`src/rtl/lfgr_pkg.sv`:
```
// Package for the linear fade gain ramp: widths, register map, state codes
// and the structs passed between the CSR block, the serial multiplier and the divider.
// No dependencies.
package lfgr_pkg;

   localparam int COUNT_BITS = 24;
   localparam int PCT_W      = 10;
   localparam int SAMPLE_W   = 16;
   localparam int DIFF_W     = PCT_W + 1;
   localparam int SAT_W      = 22;
   localparam int DIV_W      = (COUNT_BITS + PCT_W > SAT_W) ? COUNT_BITS + PCT_W : SAT_W;
   localparam int GAIN_W     = DIV_W + 2;
   localparam int MCAND_W    = (COUNT_BITS > SAT_W) ? COUNT_BITS : SAT_W;
   localparam int MUL_STEPS  = SAMPLE_W;
   localparam int ACC_W      = MCAND_W + SAMPLE_W;
   localparam int MCNT_W     = $clog2(MUL_STEPS);
   localparam int DCNT_W     = $clog2(DIV_W);
   localparam int ADDR_W     = 5;
   localparam int DATA_W     = 32;

   typedef logic [COUNT_BITS-1:0]      count_type;
   typedef logic [PCT_W-1:0]           pct_type;
   typedef logic signed [SAMPLE_W-1:0] sample_type;

   localparam logic [SAT_W-1:0]    GAIN_SAT    = '1;
   localparam count_type           PCT_DIVISOR = count_type'(100);
   localparam logic [SAMPLE_W-1:0] CLAMP8_POS  = 16'h007F;
   localparam logic [SAMPLE_W-1:0] CLAMP8_NEG  = 16'hFF81;
   localparam logic [SAMPLE_W-1:0] MAX16       = 16'h7FFF;
   localparam logic [SAMPLE_W-1:0] MIN16       = 16'h8000;

   localparam pct_type   RST_START  = pct_type'(70);
   localparam pct_type   RST_END    = pct_type'(100);
   localparam count_type RST_COUNT  = count_type'(1);
   localparam logic      RST_WIDE   = 1'b1;
   localparam logic      RST_STEREO = 1'b0;

   typedef enum logic [2:0] {
      REG_START  = 3'd0,
      REG_END    = 3'd1,
      REG_COUNT  = 3'd2,
      REG_WIDE   = 3'd3,
      REG_STEREO = 3'd4
   } reg_type;

   typedef enum logic [2:0] {
      ST_IDLE,
      ST_MUL1,
      ST_DIV1,
      ST_MUL2,
      ST_DIV2,
      ST_OUT
   } state_type;

   typedef struct packed {
      pct_type   start_percent;
      pct_type   end_percent;
      count_type sample_count;
      logic      wide_samples;
      logic      stereo_mode;
   } cfg_type;

   typedef struct packed {
      logic                start;
      logic [MCAND_W-1:0]  mcand;
      logic [SAMPLE_W-1:0] mplier;
   } mul_ctl_type;

   typedef struct packed {
      logic             busy;
      logic             done;
      logic [ACC_W-1:0] product;
   } mul_sts_type;

   typedef struct packed {
      logic             start;
      logic [DIV_W-1:0] dividend;
      count_type        divisor;
   } div_ctl_type;

   typedef struct packed {
      logic             busy;
      logic             done;
      logic [DIV_W-1:0] quotient;
   } div_sts_type;

endpackage

```
`src/rtl/lfgr_if.sv`:
```
// Valid/ready channel interfaces for the sample request and response streams.
// Depends on lfgr_pkg.
interface lfgr_req_if;
   import lfgr_pkg::*;
   logic       valid;
   logic       ready;
   sample_type sample_in;
   modport source (output valid, output sample_in, input ready);
   modport sink (input valid, input sample_in, output ready);
endinterface

interface lfgr_rsp_if;
   import lfgr_pkg::*;
   logic       valid;
   logic       ready;
   sample_type sample_out;
   logic       last;
   modport source (output valid, output sample_out, output last, input ready);
   modport sink (input valid, input sample_out, input last, output ready);
endinterface

```
`src/rtl/lfgr_csr.sv`:
```
// APB-style configuration registers of the fade ramp.
// Depends on lfgr_pkg.
module lfgr_csr (
   input  logic                         clock,
   input  logic                         reset,
   input  logic                         csr_psel,
   input  logic                         csr_penable,
   input  logic                         csr_pwrite,
   input  logic [lfgr_pkg::ADDR_W-1:0]  csr_paddr,
   input  logic [lfgr_pkg::DATA_W-1:0]  csr_pwdata,
   output logic [lfgr_pkg::DATA_W-1:0]  csr_prdata,
   output logic                         csr_pready,
   output lfgr_pkg::cfg_type            cfg
);
   import lfgr_pkg::*;

   cfg_type cfg_ff;
   cfg_type cfg_in;
   reg_type index;
   logic    wr_en;

   assign index      = reg_type'(csr_paddr[ADDR_W-1:2]);
   assign wr_en      = csr_psel && csr_penable && csr_pwrite;
   assign csr_pready = 1'b1;
   assign cfg        = cfg_ff;

   always_comb begin
      cfg_in = cfg_ff;
      if (wr_en) begin
         case (index)
            REG_START:  cfg_in.start_percent = csr_pwdata[PCT_W-1:0];
            REG_END:    cfg_in.end_percent   = csr_pwdata[PCT_W-1:0];
            REG_COUNT:  cfg_in.sample_count  = csr_pwdata[COUNT_BITS-1:0];
            REG_WIDE:   cfg_in.wide_samples  = csr_pwdata[0];
            REG_STEREO: cfg_in.stereo_mode   = csr_pwdata[0];
            default:    cfg_in = cfg_ff;
         endcase
      end
   end

   always_comb begin
      case (index)
         REG_START:  csr_prdata = DATA_W'(cfg_ff.start_percent);
         REG_END:    csr_prdata = DATA_W'(cfg_ff.end_percent);
         REG_COUNT:  csr_prdata = DATA_W'(cfg_ff.sample_count);
         REG_WIDE:   csr_prdata = DATA_W'(cfg_ff.wide_samples);
         REG_STEREO: csr_prdata = DATA_W'(cfg_ff.stereo_mode);
         default:    csr_prdata = '0;
      endcase
   end

   always_ff @(posedge clock) begin
      if (reset) begin
         cfg_ff.start_percent <= RST_START;
         cfg_ff.end_percent   <= RST_END;
         cfg_ff.sample_count  <= RST_COUNT;
         cfg_ff.wide_samples  <= RST_WIDE;
         cfg_ff.stereo_mode   <= RST_STEREO;
      end else begin
         cfg_ff <= cfg_in;
      end
   end

endmodule

```
`src/rtl/lfgr_mul.sv`:
```
// Bit-serial shift-add multiplier, one multiplier bit per cycle.
// Shared by the ramp product and the sample scaling. Depends on lfgr_pkg.
module lfgr_mul (
   input  logic                  clock,
   input  logic                  reset,
   input  lfgr_pkg::mul_ctl_type ctl,
   output lfgr_pkg::mul_sts_type sts
);
   import lfgr_pkg::*;

   logic [ACC_W-1:0]    mcand_ff, mcand_in;
   logic [SAMPLE_W-1:0] mplier_ff, mplier_in;
   logic [ACC_W-1:0]    acc_ff, acc_in;
   logic [MCNT_W-1:0]   cnt_ff, cnt_in;
   logic                busy_ff, busy_in;
   logic                done_ff, done_in;

   always_comb begin
      mcand_in  = mcand_ff;
      mplier_in = mplier_ff;
      acc_in    = acc_ff;
      cnt_in    = cnt_ff;
      busy_in   = busy_ff;
      done_in   = 1'b0;
      if (ctl.start) begin
         mcand_in  = ACC_W'(ctl.mcand);
         mplier_in = ctl.mplier;
         acc_in    = '0;
         cnt_in    = '0;
         busy_in   = 1'b1;
      end else if (busy_ff) begin
         acc_in    = acc_ff + (mplier_ff[0] ? mcand_ff : '0);
         mcand_in  = {mcand_ff[ACC_W-2:0], 1'b0};
         mplier_in = {1'b0, mplier_ff[SAMPLE_W-1:1]};
         cnt_in    = cnt_ff + 1'b1;
         if (cnt_ff == MCNT_W'(MUL_STEPS - 1)) begin
            busy_in = 1'b0;
            done_in = 1'b1;
         end
      end
   end

   always_ff @(posedge clock) begin
      if (reset) begin
         busy_ff <= 1'b0;
         done_ff <= 1'b0;
         cnt_ff  <= '0;
      end else begin
         busy_ff <= busy_in;
         done_ff <= done_in;
         cnt_ff  <= cnt_in;
      end
   end

   always_ff @(posedge clock) begin
      mcand_ff  <= mcand_in;
      mplier_ff <= mplier_in;
      acc_ff    <= acc_in;
   end

   assign sts.busy    = busy_ff;
   assign sts.done    = done_ff;
   assign sts.product = acc_ff;

endmodule

```
`src/rtl/lfgr_div.sv`:
```
// Restoring divider, one quotient bit per cycle, unsigned operands.
// Shared by the ramp division and the divide by 100. Depends on lfgr_pkg.
module lfgr_div (
   input  logic                  clock,
   input  logic                  reset,
   input  lfgr_pkg::div_ctl_type ctl,
   output lfgr_pkg::div_sts_type sts
);
   import lfgr_pkg::*;

   logic [DIV_W-1:0]    quo_ff, quo_in;
   count_type           rem_ff, rem_in;
   count_type           divisor_ff, divisor_in;
   logic [DCNT_W-1:0]   cnt_ff, cnt_in;
   logic                busy_ff, busy_in;
   logic                done_ff, done_in;
   logic [COUNT_BITS:0] trial;
   logic [COUNT_BITS:0] trial_sub;
   logic                fits;

   assign trial     = {rem_ff, quo_ff[DIV_W-1]};
   assign trial_sub = trial - {1'b0, divisor_ff};
   assign fits      = trial >= {1'b0, divisor_ff};

   always_comb begin
      quo_in     = quo_ff;
      rem_in     = rem_ff;
      divisor_in = divisor_ff;
      cnt_in     = cnt_ff;
      busy_in    = busy_ff;
      done_in    = 1'b0;
      if (ctl.start) begin
         quo_in     = ctl.dividend;
         rem_in     = '0;
         divisor_in = ctl.divisor;
         cnt_in     = '0;
         busy_in    = 1'b1;
      end else if (busy_ff) begin
         rem_in = fits ? trial_sub[COUNT_BITS-1:0] : trial[COUNT_BITS-1:0];
         quo_in = {quo_ff[DIV_W-2:0], fits};
         cnt_in = cnt_ff + 1'b1;
         if (cnt_ff == DCNT_W'(DIV_W - 1)) begin
            busy_in = 1'b0;
            done_in = 1'b1;
         end
      end
   end

   always_ff @(posedge clock) begin
      if (reset) begin
         busy_ff <= 1'b0;
         done_ff <= 1'b0;
         cnt_ff  <= '0;
      end else begin
         busy_ff <= busy_in;
         done_ff <= done_in;
         cnt_ff  <= cnt_in;
      end
   end

   always_ff @(posedge clock) begin
      quo_ff     <= quo_in;
      rem_ff     <= rem_in;
      divisor_ff <= divisor_in;
   end

   assign sts.busy     = busy_ff;
   assign sts.done     = done_ff;
   assign sts.quotient = quo_ff;

endmodule

```
`src/rtl/linear_fade_gain_ramp_top.sv`:
```
// Linear fade gain ramp: each scaled sample runs the shared bit-serial multiplier
// and restoring divider twice (ramp product, ramp division, sample scaling, divide
// by 100). Skipped odd stereo samples go straight to the output state. Samples are
// taken only in idle. Output register lets a new transaction start while a result
// waits. Synchronous reset loads register defaults and clears the position.
module linear_fade_gain_ramp_top (
   input  logic                         clock,
   input  logic                         reset,
   lfgr_req_if.sink                     req,
   lfgr_rsp_if.source                   rsp,
   input  logic                         csr_psel,
   input  logic                         csr_penable,
   input  logic                         csr_pwrite,
   input  logic [lfgr_pkg::ADDR_W-1:0]  csr_paddr,
   input  logic [lfgr_pkg::DATA_W-1:0]  csr_pwdata,
   output logic [lfgr_pkg::DATA_W-1:0]  csr_prdata,
   output logic                         csr_pready
);
   import lfgr_pkg::*;

   cfg_type     cfg;
   mul_ctl_type mul_ctl;
   mul_sts_type mul_sts;
   div_ctl_type div_ctl;
   div_sts_type div_sts;

   state_type           state_ff, state_in;
   count_type           position_ff, position_in;
   sample_type          s_ff, s_in;
   logic                last_ff, last_in;
   logic                gain_neg_ff, gain_neg_in;
   logic [SAMPLE_W-1:0] res_ff, res_in;
   logic                rsp_valid_ff, rsp_valid_in;
   logic [SAMPLE_W-1:0] rsp_sample_ff, rsp_sample_in;
   logic                rsp_last_ff, rsp_last_in;

   count_type           len;
   logic                is_last;
   logic [DIFF_W-1:0]   diff;
   logic [DIFF_W-1:0]   diff_abs;
   logic [GAIN_W-1:0]   q_ext;
   logic [GAIN_W-1:0]   q_sgn;
   logic [GAIN_W-1:0]   gain;
   logic [GAIN_W-1:0]   gain_abs;
   logic [SAT_W-1:0]    gain_sat;
   logic [SAT_W-1:0]    prod_sat;
   logic [SAMPLE_W-1:0] s_bits;
   logic [SAMPLE_W-1:0] s_abs;
   logic [SAMPLE_W-1:0] m_lo;
   logic                m_big;
   logic                res_neg;
   logic                over;
   logic [SAMPLE_W-1:0] res_clamp;

   lfgr_csr u_csr (
      .clock       (clock),
      .reset       (reset),
      .csr_psel    (csr_psel),
      .csr_penable (csr_penable),
      .csr_pwrite  (csr_pwrite),
      .csr_paddr   (csr_paddr),
      .csr_pwdata  (csr_pwdata),
      .csr_prdata  (csr_prdata),
      .csr_pready  (csr_pready),
      .cfg         (cfg)
   );

   lfgr_mul u_mul (
      .clock (clock),
      .reset (reset),
      .ctl   (mul_ctl),
      .sts   (mul_sts)
   );

   lfgr_div u_div (
      .clock (clock),
      .reset (reset),
      .ctl   (div_ctl),
      .sts   (div_sts)
   );

   // ramp position and gain
   assign len      = (cfg.sample_count == '0) ? count_type'(1) : cfg.sample_count;
   assign is_last  = ({1'b0, position_ff} + 1'b1) >= {1'b0, len};
   assign diff     = {1'b0, cfg.end_percent} - {1'b0, cfg.start_percent};
   assign diff_abs = diff[DIFF_W-1] ? (~diff + 1'b1) : diff;
   assign q_ext    = GAIN_W'(div_sts.quotient);
   assign q_sgn    = diff[DIFF_W-1] ? (~q_ext + 1'b1) : q_ext;
   assign gain     = GAIN_W'(cfg.start_percent) + q_sgn;
   assign gain_abs = gain[GAIN_W-1] ? (~gain + 1'b1) : gain;
   // beyond these magnitudes the result saturates anyway
   assign gain_sat = (|gain_abs[GAIN_W-1:SAT_W]) ? GAIN_SAT : gain_abs[SAT_W-1:0];
   assign prod_sat = (|mul_sts.product[ACC_W-1:SAT_W]) ? GAIN_SAT
                                                       : mul_sts.product[SAT_W-1:0];
   assign s_bits   = s_ff;
   assign s_abs    = s_bits[SAMPLE_W-1] ? (~s_bits + 1'b1) : s_bits;

   // clamp
   assign m_lo    = div_sts.quotient[SAMPLE_W-1:0];
   assign m_big   = |div_sts.quotient[DIV_W-1:SAMPLE_W];
   assign res_neg = s_bits[SAMPLE_W-1] ^ gain_neg_ff;

   always_comb begin
      if (cfg.wide_samples) begin
         over = m_big || m_lo[SAMPLE_W-1];
         if (res_neg) begin
            res_clamp = over ? MIN16 : (~m_lo + 1'b1);
         end else begin
            res_clamp = over ? MAX16 : m_lo;
         end
      end else begin
         over = m_big || (m_lo >= CLAMP8_POS);
         if (res_neg) begin
            res_clamp = over ? CLAMP8_NEG : (~m_lo + 1'b1);
         end else begin
            res_clamp = over ? CLAMP8_POS : m_lo;
         end
      end
   end

   always_comb begin
      state_in      = state_ff;
      position_in   = position_ff;
      s_in          = s_ff;
      last_in       = last_ff;
      gain_neg_in   = gain_neg_ff;
      res_in        = res_ff;
      rsp_valid_in  = rsp_valid_ff;
      rsp_sample_in = rsp_sample_ff;
      rsp_last_in   = rsp_last_ff;
      mul_ctl       = '0;
      div_ctl       = '0;
      req.ready     = (state_ff == ST_IDLE);
      if (rsp_valid_ff && rsp.ready) begin
         rsp_valid_in = 1'b0;
      end
      case (state_ff)
         ST_IDLE: begin
            if (req.valid) begin
               s_in        = req.sample_in;
               last_in     = is_last;
               position_in = is_last ? '0 : position_ff + 1'b1;
               if (cfg.stereo_mode && position_ff[0]) begin
                  res_in   = req.sample_in;
                  state_in = ST_OUT;
               end else begin
                  mul_ctl.start  = 1'b1;
                  mul_ctl.mcand  = MCAND_W'(position_ff);
                  mul_ctl.mplier = SAMPLE_W'(diff_abs);
                  state_in       = ST_MUL1;
               end
            end
         end
         ST_MUL1: begin
            if (mul_sts.done) begin
               div_ctl.start    = 1'b1;
               div_ctl.dividend = mul_sts.product[DIV_W-1:0];
               div_ctl.divisor  = len;
               state_in         = ST_DIV1;
            end
         end
         ST_DIV1: begin
            if (div_sts.done) begin
               gain_neg_in    = gain[GAIN_W-1];
               mul_ctl.start  = 1'b1;
               mul_ctl.mcand  = MCAND_W'(gain_sat);
               mul_ctl.mplier = s_abs;
               state_in       = ST_MUL2;
            end
         end
         ST_MUL2: begin
            if (mul_sts.done) begin
               div_ctl.start    = 1'b1;
               div_ctl.dividend = DIV_W'(prod_sat);
               div_ctl.divisor  = PCT_DIVISOR;
               state_in         = ST_DIV2;
            end
         end
         ST_DIV2: begin
            if (div_sts.done) begin
               res_in   = res_clamp;
               state_in = ST_OUT;
            end
         end
         ST_OUT: begin
            if (!rsp_valid_ff || rsp.ready) begin
               rsp_valid_in  = 1'b1;
               rsp_sample_in = res_ff;
               rsp_last_in   = last_ff;
               state_in      = ST_IDLE;
            end
         end
         default: state_in = ST_IDLE;
      endcase
   end

   always_ff @(posedge clock) begin
      if (reset) begin
         state_ff     <= ST_IDLE;
         position_ff  <= '0;
         rsp_valid_ff <= 1'b0;
      end else begin
         state_ff     <= state_in;
         position_ff  <= position_in;
         rsp_valid_ff <= rsp_valid_in;
      end
   end

   always_ff @(posedge clock) begin
      s_ff          <= s_in;
      last_ff       <= last_in;
      gain_neg_ff   <= gain_neg_in;
      res_ff        <= res_in;
      rsp_sample_ff <= rsp_sample_in;
      rsp_last_ff   <= rsp_last_in;
   end

   assign rsp.valid      = rsp_valid_ff;
   assign rsp.sample_out = rsp_sample_ff;
   assign rsp.last       = rsp_last_ff;

`ifndef SYNTH
   a_units_exclusive : assert property (@(posedge clock) disable iff (reset)
      !(mul_sts.done && div_sts.done))
      else $error("multiplier and divider finished together");

   a_rsp_from_out : assert property (@(posedge clock) disable iff (reset)
      $rose(rsp_valid_ff) |-> $past(state_ff == ST_OUT))
      else $error("response raised outside the output state");

   a_idle_units_quiet : assert property (@(posedge clock) disable iff (reset)
      (state_ff == ST_IDLE) |-> (!mul_sts.busy && !div_sts.busy))
      else $error("arithmetic unit busy while idle");
`endif

endmodule
```
`src/flat_wrapper.sv`:
```
// flat-port wrapper written by rule: the top's interface ports become plain ports
module linear_fade_gain_ramp_top_flat import lfgr_pkg::*;
  (clock, reset, csr_psel, csr_penable, csr_pwrite, csr_paddr, csr_pwdata, csr_prdata, csr_pready, req_valid, req_sample_in, req_ready, rsp_valid, rsp_sample_out, rsp_last, rsp_ready);
  lfgr_req_if req_i ();
  lfgr_rsp_if rsp_i ();
  input  logic clock;
  input  logic reset;
  input  logic csr_psel;
  input  logic csr_penable;
  input  logic csr_pwrite;
  input  logic [lfgr_pkg::ADDR_W-1:0] csr_paddr;
  input  logic [lfgr_pkg::DATA_W-1:0] csr_pwdata;
  output logic [lfgr_pkg::DATA_W-1:0] csr_prdata;
  output logic csr_pready;
  input wire logic [$bits(req_i.valid)-1:0] req_valid;
  input wire logic [$bits(req_i.sample_in)-1:0] req_sample_in;
  output wire logic [$bits(req_i.ready)-1:0] req_ready;
  output wire logic [$bits(rsp_i.valid)-1:0] rsp_valid;
  output wire logic [$bits(rsp_i.sample_out)-1:0] rsp_sample_out;
  output wire logic [$bits(rsp_i.last)-1:0] rsp_last;
  input wire logic [$bits(rsp_i.ready)-1:0] rsp_ready;
  assign req_i.valid = req_valid;
  assign req_i.sample_in = req_sample_in;
  assign req_ready = req_i.ready;
  assign rsp_valid = rsp_i.valid;
  assign rsp_sample_out = rsp_i.sample_out;
  assign rsp_last = rsp_i.last;
  assign rsp_i.ready = rsp_ready;
  linear_fade_gain_ramp_top u_core (.clock(clock), .reset(reset), .req(req_i), .rsp(rsp_i), .csr_psel(csr_psel), .csr_penable(csr_penable), .csr_pwrite(csr_pwrite), .csr_paddr(csr_paddr), .csr_pwdata(csr_pwdata), .csr_prdata(csr_prdata), .csr_pready(csr_pready));
endmodule
```
`config.mk`:
```
export PLATFORM = sky130hd
export DESIGN_NAME = linear_fade_gain_ramp_top_flat
export DESIGN_NICKNAME = d
export VERILOG_FILES = /design/src/rtl/lfgr_pkg.sv /design/src/rtl/lfgr_if.sv /design/src/rtl/lfgr_csr.sv /design/src/rtl/lfgr_mul.sv /design/src/rtl/lfgr_div.sv /design/src/rtl/linear_fade_gain_ramp_top.sv /design/src/flat_wrapper.sv
export SDC_FILE = /design/constraint.sdc
export NUM_CORES = 1
export LEC_CHECK = 0
export ABC_AREA = 1
export BUFFER_PORTS_ARGS = -buffer_cell sky130_fd_sc_hd__buf_4
export CORE_ASPECT_RATIO = 0.6
export CORE_MARGIN = 10
export CORE_UTILIZATION = 55
export CTS_CLUSTER_SIZE = 20
export DETAILED_ROUTE_END_ITERATION = 16
export PLACE_DENSITY = 0.71
export SYNTH_ARGS = -nofsm -noshare
export SYNTH_HDL_FRONTEND = slang
export SYNTH_SLANG_ARGS = --single-unit
```
`constraint.sdc`:
```
create_clock -name clock -period 5.8 [get_ports clock]
set_input_delay 0.29 -clock clock [delete_from_list [all_inputs] [get_ports clock]]
set_output_delay 0.29 -clock clock [all_outputs]
set_load 0.1 [all_outputs]
```
# Word level (Yosys, flattened, before mapping)
# Cells that the tools add are included.
# totals
rom_bits,0
n_memories,0
latch_bits,0
register_bits,317
out_inout_bits,52
ram_bits,0
# classes
add_sub_neg,13
n_mul,0
n_div,0
order_cmp,3
eq_ne,18
shifts,0
reduce_logical,31
muxes,54
bitwise,8
# op_table
operator,n
16-bit two-way mux,13
41-bit two-way mux,3
24-bit two-way mux,5
24-bit one-hot mux with 5 select lines,1
59-bit two-way mux,2
59-bit one-hot mux with 2 select lines,1
41-bit one-hot mux with 2 select lines,1
"36-bit by 1-bit adder with 36-bit output, second input constant",2
36-bit two-way mux,2
34-bit two-way mux,2
25-bit by 24-bit >= comparator with 1-bit output,2
22-bit two-way mux,2
40-bit adder,1
40-bit two-way mux,1
10-bit by 36-bit adder with 36-bit output,1
34-bit inverter with 36-bit output,1
36-bit inverter,1
18-bit OR reduction,2
"16-bit by 1-bit adder with 16-bit output, second input constant",2
16-bit inverter,2
16-bit one-hot mux with 2 select lines,1
"24-bit by 1-bit adder with 25-bit output, second input constant",1
"24-bit by 1-bit adder with 24-bit output, second input constant",1
24-bit logical NOT,1
other kinds (31),76

# Depth between registers and ports, before layout
# Gate-level depths: netlist (run 1).
# depth
ltp_word,12
depth_mapped,45
depth_no_buf,40

# Modules after synthesis
# Synthesis (run 1) repeated with hierarchy kept, for this count alone.
# hier_totals
cells_unflattened,4082
hier_area_um2,25525.7
# by_module_without_submodules
module,cells_per_inst,area_per_inst_um2,n_inst,seq_area_each_um2
linear_fade_gain_ramp_top,1820,10406.2,1,2092.0
lfgr_mul,1098,7124.3,1,2442.3
lfgr_div,794,5615.4,1,2382.3
lfgr_csr,370,2379.8,1,920.9

# Worst setup path after synthesis (run 1)
# Ideal clock, no wire load.
# synth_path
path_type,reg2reg
startpoint,"register u_core.u_csr.cfg_ff, in the netlist u_core.u_csr.cfg[36]"
endpoint,"register u_core.u_mul.mcand_ff[14], data pin"
setup_time_ns,0.259
slack_ns,0.596
path_stages_with_launch,40
t_required_ns,5.541
synth_period_minus_slack_ns,5.204
t_arrival_ns,4.945
cell_sequence,dfxtp_1 > ha_1 > inv_1 > fa_1 > nand3_2 > nand3_4 > inv_2 > buf_6 > buf_6 > clkbuf_1 > clkbuf_1 > nand2_1 > o21ai_0 > fa_1 > inv_1 > ha_1 > inv_1 > nor2_1 > [4 not listed] > nand3_1 > nor2_1 > nand2_1 > nor2_1 > nand2_1 > nor2_1 > nand3_1 > nand2_1 > nand3_1 > nand2_1 > nand2_1 > inv_2 > nand2_1 > nor2_4 > buf_4 > nand3_1 > nand2_1 > nand3_1
# synth_via
elab_chain_len,11
# synth_rtl
item,line,source
from (decl),lfgr_csr.sv:17,cfg_type cfg_ff;
from (signal assigned),lfgr_csr.sv:60,cfg_ff <= cfg_in;
10-bit by 10-bit subtractor with 11-bit output,linear_fade_gain_ramp_top.sv:85,"assign diff = {1'b0, cfg.end_percent} - {1'b0, cfg.start_percent};"
36-bit two-way mux,linear_fade_gain_ramp_top.sv:88,assign q_sgn = diff[DIFF_W-1] ? (~q_ext + 1'b1) : q_ext;
10-bit by 36-bit adder with 36-bit output *,linear_fade_gain_ramp_top.sv:89,assign gain = GAIN_W'(cfg.start_percent) + q_sgn;
36-bit inverter,linear_fade_gain_ramp_top.sv:90,assign gain_abs = gain[GAIN_W-1] ? (~gain + 1'b1) : gain;
36-bit by 1-bit adder with 36-bit output,linear_fade_gain_ramp_top.sv:90,
36-bit two-way mux *,linear_fade_gain_ramp_top.sv:90,
14-bit OR reduction,linear_fade_gain_ramp_top.sv:92,assign gain_sat = (|gain_abs[GAIN_W-1:SAT_W]) ? GAIN_SAT : gain_abs[SAT_W-1:0];
22-bit two-way mux *,linear_fade_gain_ramp_top.sv:92,
41-bit two-way mux *,linear_fade_gain_ramp_top.sv:163,if (div_sts.done) begin
41-bit one-hot mux with 2 select lines *,linear_fade_gain_ramp_top.sv:137,case (state_ff)
24-bit two-way mux *,lfgr_mul.sv:25,if (ctl.start) begin
named net u_core.u_mul.mcand_in[14],lfgr_mul.sv:11,"logic [ACC_W-1:0] mcand_ff, mcand_in;"
to (signal assigned),lfgr_mul.sv:56,mcand_ff <= mcand_in;
to (decl),lfgr_mul.sv:11,
# Mark *: on every way through the listed nets, which the timed path passes. The rest lies on a longest branch.
# A chain may end at the register's enable or synchronous reset.

# Final worst setup path (run 1)
# layout_path
startpoint,"register u_core.u_csr.cfg_ff, in the netlist u_core.u_csr.cfg[36]"
endpoint,"register u_core.u_mul.mcand_ff[7], data pin"
# The elaborated chain is that of the path after synthesis.

==> results of run 1 <==
[cell usage after synthesis (all sizes together), types with 6 or more instances]
master | instances | area, sq um
nand2 | 880 | 3360
inv | 478 | 1790
nor2 | 353 | 1470
a21oi | 233 | 1190
o21ai | 217 | 1100
nand3 | 207 | 1070
dfxtp | 168 | 3360
edfxtp | 149 | 4470
ha | 117 | 1460
xor2 | 84 | 736
clkbuf | 76 | 285
nand4 | 37 | 231
o211ai | 37 | 278
nor3 | 36 | 180
o22ai | 34 | 213
xnor2 | 33 | 289
buf | 27 | 210
o221ai | 19 | 166
nor4 | 15 | 93.8
a31oi | 14 | 87.6
o21a | 9 | 67.6
or2 | 9 | 56.3
clkinv | 8 | 30.0
o2111ai | 7 | 61.3
o21bai | 6 | 45.0
[where the power goes]
| part | internal, mW | leakage, nW | switching (mW) |
|---|---|---|---|
| combinational | 1.04 | 8.17 | 2.26 |
| sequential | 2.83 | 2.81 | 0.306 |
| clock | 1.20 | 0.512 | 0.916 |
| total | 5.07 | 11.5 | 3.48 |
[worst min path at each step]
| stage | startpoint | to | slack [ps] | depth (start not counted) |
|---|---|---|---|---|
| 2_1_floorplan | req_sample_in[0] | u_core.s_bits[0] | 390 | 0 |
| 3_5_place_dp | u_core.res_ff[13] | u_core.rsp.sample_out[13] | 400 | 0 |
| 3_3_place_gp | u_core.res_ff[5] | u_core.rsp.sample_out[5] | 400 | 0 |
| 4_1_cts | csr_pwdata[19] | u_core.u_csr.cfg[21] | 8 | 3 |
| 6_report | csr_pwdata[19] | u_core.u_csr.cfg[21] | 20 | 3 |
| 5_1_grt | csr_paddr[4] | u_core.u_csr.cfg[0] | 40 | 3 |
[what timing repair did]
| item | in CTS | in global routing |
|---|---|---|
| buffers inserted | 0 | 4 |
| endpoints found under the setup margin | 0 | 22 |
| resized for setup | 0 | 12 |
| hold buffers | 39 | 0 |
| hold endpoints to repair | 53 | 0 |
[worst max-delay path, delay by kind of cell, from the launching register on]
| kind | cells | cell delay (ps) |
|---|---|---|
| and+or+nand+nor | 24 | 2590 |
| adders and majority gates | 4 | 1350 |
| buffers and inverters | 6 | 590 |
| DFF | 1 | 390 |
| AOI/OAI and AO/OA | 1 | 160 |
[through the flow]
step                setup WS, ps  total power, mW   util  cells
floorplan                    596             5.40      -   3301
global placement             426             6.25  0.587   3850
detailed placement           350             6.32  0.587   3850
CTS                          313             8.47  0.623   3946
global route               -10.9             9.06  0.624   3950
finish                       461             8.55  0.624   3950
[area by class of cell]
cell class / instances / area, sq um
repair buffers: 164 / 1360
inverters: 486 / 1830
flip-flops and latches: 317 / 7840
well taps: 531 / 664
multi-input cells: 2395 / 12600
clock buffers: 39 / 836
clock inverters: 18 / 214
fillers: 3809 / 15200
[cell usage in the layout (no fill, tap or decap), drive strengths merged, types with 39 or more instances in the layout]
| cell | Yosys | layout |
|---|---|---|
| o21ai | 217 | 217 |
| inv | 478 | 481 |
| dfxtp | 168 | 168 |
| a21oi | 233 | 233 |
| buf | 27 | 125 |
| clkbuf | 76 | 39 |
| nand3 | 207 | 207 |
| edfxtp | 149 | 149 |
| ha | 117 | 117 |
| dlygate4sd3 | 0 | 39 |
| xor2 | 84 | 84 |
| nor2 | 353 | 353 |
| nand2 | 880 | 880 |
[registers in the layout, indices dropped and copies added (netlist names)]
signal                   cells
u_core.gain_neg_ff           1
u_core.last_ff               1
u_core.position_ff          24
u_core.res_ff               16
u_core.rsp.last              1
u_core.rsp.sample_out       16
u_core.rsp.valid             1
u_core.s_bits               16
u_core.state_ff              3
u_core.u_csr.cfg            46
u_core.u_div.busy_ff         1
u_core.u_div.cnt_ff          6
u_core.u_div.divisor_ff     24
u_core.u_div.done_ff         1
u_core.u_div.quo_ff         34
u_core.u_div.rem_ff         24
u_core.u_mul.acc_ff         40
u_core.u_mul.busy_ff         1
u_core.u_mul.cnt_ff          4
u_core.u_mul.done_ff         1
u_core.u_mul.mcand_ff       40
u_core.u_mul.mplier_ff      16
[kinds of logic after synthesis]
| kind of cell | count (synthesis) | share of synthesized area |
|---|---|---|
| and+or+nand+nor | 1550 | 0.289 |
| other | 2 | 0.000331 |
| adders and majority gates | 121 | 0.0681 |
| AOI/OAI and AO/OA | 598 | 0.150 |
| DFF | 317 | 0.346 |
| buffers and inverters | 589 | 0.102 |
| xor gates and xnor gates | 117 | 0.0452 |
[per-layer routing]
| metal | global-route usage | share of wire |
|---|---|---|
| met1 | 0.436 | 0.47 |
| met2 | 0.404 | 0.40 |
| met3 | 0.0649 | 0.11 |
| met4 | 0.0455 | 0.016 |
| met5 | 0 | 0 |
==> results.cfg, run 1 <==
[drt]
vias = 22500
route.detailed.drc = 0
drt_pre_antenna_iters = 6
wl_per_cell_um = 18.3
wl_mm = 72.3
viasPerCell = 5.68
postRouteAntennaNets = 0
drt_iter0_markers = 2583

[logic_synthesis]
synthDistinctLibCells = 59
ys.flop_type = dfxtp_1
seq_area_frac_synth = 0.346
synth.ff_latch_count = 317
netlist_area_sq_mm = 0.0227
synthArstFlopShare = 0
syn_inst = 3294
synth_edf_count = 149
ys_warn_count = 0
avgSynthCellArea_sq_um = 6.89

[placement]
postPlaceCellArea_sq_mm = 0.0238
gp_congestion = 0.993
place_hpwl_mm = 56.8
io_buffers = 92

[final_layout]
syn_to_final_growth_pct = 11.7
nNetsFinal = 3576
drive_gt1_frac = 0.0801
diodes = 0
fin_area_sq_mm = 0.0253

[setup_path]
crit_path_max_fanout = 22
worstPathArrival_ps = 5670
crit-reg2reg-capture = u_core.u_mul.mcand_ff[7]
cp_data_required_time_ps = 6130
endpoint_kind = flop
critPathSlowestCell = fa_1
crit_end = u_core.u_mul.mcand_ff[7]
slowest_delay_ps = 500
path_class = reg2reg
r2r_cells = 35
reg2reg_slack_ps = 460
crit_path_start = u_core.u_csr.cfg[36]
worstSetupStartpointType = flop
r2r_start = u_core.u_csr.cfg[36]

[clock_network]
cts_root_buf = clkbuf_16
cts_max_level = 1
cts_buffers = 31
cts_tree = done
path_clk_slew_ps = 70
cts_max_path_buffers = 3
clk-insertion-delay-late_ps = 610
cts.sinks = 317

[sta]
post-route-min-period_ps = 5340
final_max_slew_viol_count = 0
setup_viol = 0
final_hold_viol_count = 0
worst_pin_slew_ps = 1360
hold_slack_ps = 23.4
finalCritPeriodShare = 0.920
setup_tns_ps = 0
fmax_mhz = 187
maxSlewHeadroom = 0.0861
fin_worst_skew_ps = 27.7

[global_route]
grt_pass1_wl_mm = 114
overflow = 0
grt_pass1_vias = 20500
grt_usage = 0.285
antenna_found_initial = 0
grt_max_degree = 52

[floorplan]
initial_core_util = 0.559
fp.dieH_um = 177
die_width_um = 282
die_area_sq_mm = 0.0500
io_pins = 112
rows = 57
fp.coreArea_sq_mm = 0.0406

[min_path]
hold_path.class = in2reg

[flow_run]
cap_violations = 0

[run_status]
status = finished clean

[pwr]
p_leak_nw = 11.5
powerDensity_mw_per_mm2 = 337
peakVddDrop_uv = 350
No activity file was read; power rests on OpenSTA's default activity.
==> run 2: changes to the inputs <==
--- a/config.mk
+++ b/config.mk
@@ -12,7 +12,8 @@
 export CORE_UTILIZATION = 55
 export CTS_CLUSTER_SIZE = 20
 export DETAILED_ROUTE_END_ITERATION = 16
-export PLACE_DENSITY = 0.71
+export PLACE_DENSITY = 0.76
+export REMOVE_ABC_BUFFERS = 1
 export SYNTH_ARGS = -nofsm -noshare
 export SYNTH_HDL_FRONTEND = slang
 export SYNTH_SLANG_ARGS = --single-unit
==> run 2 against run 1 <==
  * Combinational power about the same
  * Flip-flop and latch count unchanged
  * Final cell count is the same
  * Critical path type unchanged
  * Largest cell class unchanged
==> results.cfg, run 2 (synthesis results as in run 1) <==
[run_status]
status = finished clean

[min_path]
hold_path.class = in2reg
min_from = csr_pwdata[7]

[setup_path]
crit_path_max_fanout = 22
path_common_cell = nand2_1
worstPathArrival_ps = 5780
path_delay_family = simple AND/OR/NAND/NOR gates
crit_path_start = u_core.u_csr.cfg[40]
endpoint_kind = flop
r2r_start = u_core.u_csr.cfg[40]
cp_data_required_time_ps = 6170
worstSetupStartpointType = flop
slowest_delay_ps = 400
critPathSlowestCell = dfxtp_2
path_class = reg2reg
cp_num_buf_inv = 6

[placement]
io_buffers = 92
place_hpwl_mm = 57.7
gp_congestion = 0.953

[pwr]
p_switching_mw = 3.51
p_total_mw = 8.49
p_clk_frac = 0.243
power_frac_comb = 0.387
peakVddDrop_uv = 263
switching_share = 0.413
powerDensity_mw_per_mm2 = 335
p_leak_nw = 11.5
seq_power_share = 0.369
internal_power_mw = 4.99

[final_layout]
final_util = 0.624
final_common_cell = nand2_1
syn_to_final_growth_pct = 11.7
drive_gt1_frac = 0.0842
fillerInstances = 3689
largest_reg_flops = 46
diodes = 0
mostFrequentLayoutCells = nand2_1 (857), inv_1 (462), nor2_1 (316)
nNetsFinal = 3578

[drt]
route.detailed.drc = 0
postRouteAntennaNets = 0
wl_mm = 74.5
drt_iter0_markers = 2698
drt_pre_antenna_iters = 6
vias = 22700
wl_per_cell_um = 18.9
viasPerCell = 5.75

[sta]
fmax_mhz = 185
setup_tns_ps = 0
worst_pin_slew_ps = 1450
finalCritPeriodShare = 0.932
final_hold_viol_count = 0
maxSlewHeadroom = 0.0270
setup_viol = 0
hold_slack_ps = 6.04
fin_worst_skew_ps = 53.5
final_max_slew_viol_count = 0
post-route-min-period_ps = 5410

[clock_network]
clk-insertion-delay-late_ps = 630
cts_max_level = 1
cts_root_buf = clkbuf_16
cts_max_path_buffers = 3
cts_tree = done
path_clk_slew_ps = 70
cts_buffers = 30
cts.sinks = 317

[global_route]
grt_max_degree = 56
antenna_found_initial = 0
overflow = 0
grt_pass1_vias = 20800
grt_pass1_wl_mm = 116
grt_usage = 0.291

[floorplan]
die_area_sq_mm = 0.0500
io_pins = 112
initial_core_util = 0.559
rows = 57
die_width_um = 282
fp.dieH_um = 177
fp.coreArea_sq_mm = 0.0406

[flow_run]
cap_violations = 0
run 2: cell count changes in the layout (fill, tap and decap cells not counted), moves of 3 or more:
cell           delta
buf_4             +7
clkinv_1          -5
dlygate4sd3_1     -4
clkbuf_8          +3
run 2: routing by layer:
metal | track usage | wire length, um | vias up | part of all wire
li1 | - | - | 11000 | -
met1 | 0.439 | 35100 | 10500 | 0.47
met2 | 0.405 | 29000 | 1080 | 0.39
met3 | 0.0814 | 9100 | 100 | 0.12
met4 | 0.0528 | 1420 | 0 | 0.019
met5 | 0 | 0 | - | 0
run 2: cell type report:
class / count / area, sq um / share of cell area
timing repair buffer: 166 / 1360 / 0.0536
clock inverter: 13 / 160 / 0.00632
clock buffer: 41 / 852 / 0.0336
tap: 531 / 664 / 0.0262
multi-input combinational: 2396 / 12600 / 0.498
sequential: 317 / 7840 / 0.309
inverter: 486 / 1840 / 0.0725
run 2: through the flow:
| step | setup WS (ps) | cells | cell area (sq um) |
|---|---|---|---|
| finish | 392 | 3950 | 25300 |
| floorplan | -1050 | 3198 | 22200 |
| detailed placement | 232 | 3858 | 23900 |
| CTS | 220 | 3947 | 25300 |
| global placement | 359 | 3858 | 23900 |
| global route | -4.65 | 3950 | 25300 |
run 2: worst paths after layout:
| kind | to | cells after the start | slack [ps] |
|---|---|---|---|
| setup reg to reg | u_core.u_mul.mcand_ff[17] | 38 | 390 |
| hold reg to reg | u_core.rsp.last | 0 | 420 |
| setup / recovery | u_core.u_mul.mcand_ff[17] | 38 | 390 |
| hold / removal | u_core.u_csr.cfg[33] | 3 | 6 |
run 2: repair_timing:
action	in CTS	in global routing
resized for setup	0	19
buffers inserted	0	2
hold buffers	35	0
endpoints found under the hold margin	40	0
endpoints found under the setup margin	0	22
run 2: tightest hold or removal path, stage by stage:
cell and delay [ps]:
buf_4 90, o21ai_0 70, nor2_1 90
run 2: power groups by stage:
stage / combinational (mW) / clock, mW / sequential (mW)
3_3_place_gp: 3.08 / 0 / 3.15
2_1_floorplan: 2.20 / 0 / 3.12
3_5_place_dp: 3.17 / 0 / 3.15
6_report: 3.29 / 2.07 / 3.14
5_1_grt: 3.64 / 2.17 / 3.16
4_1_cts: 3.20 / 2.07 / 3.11
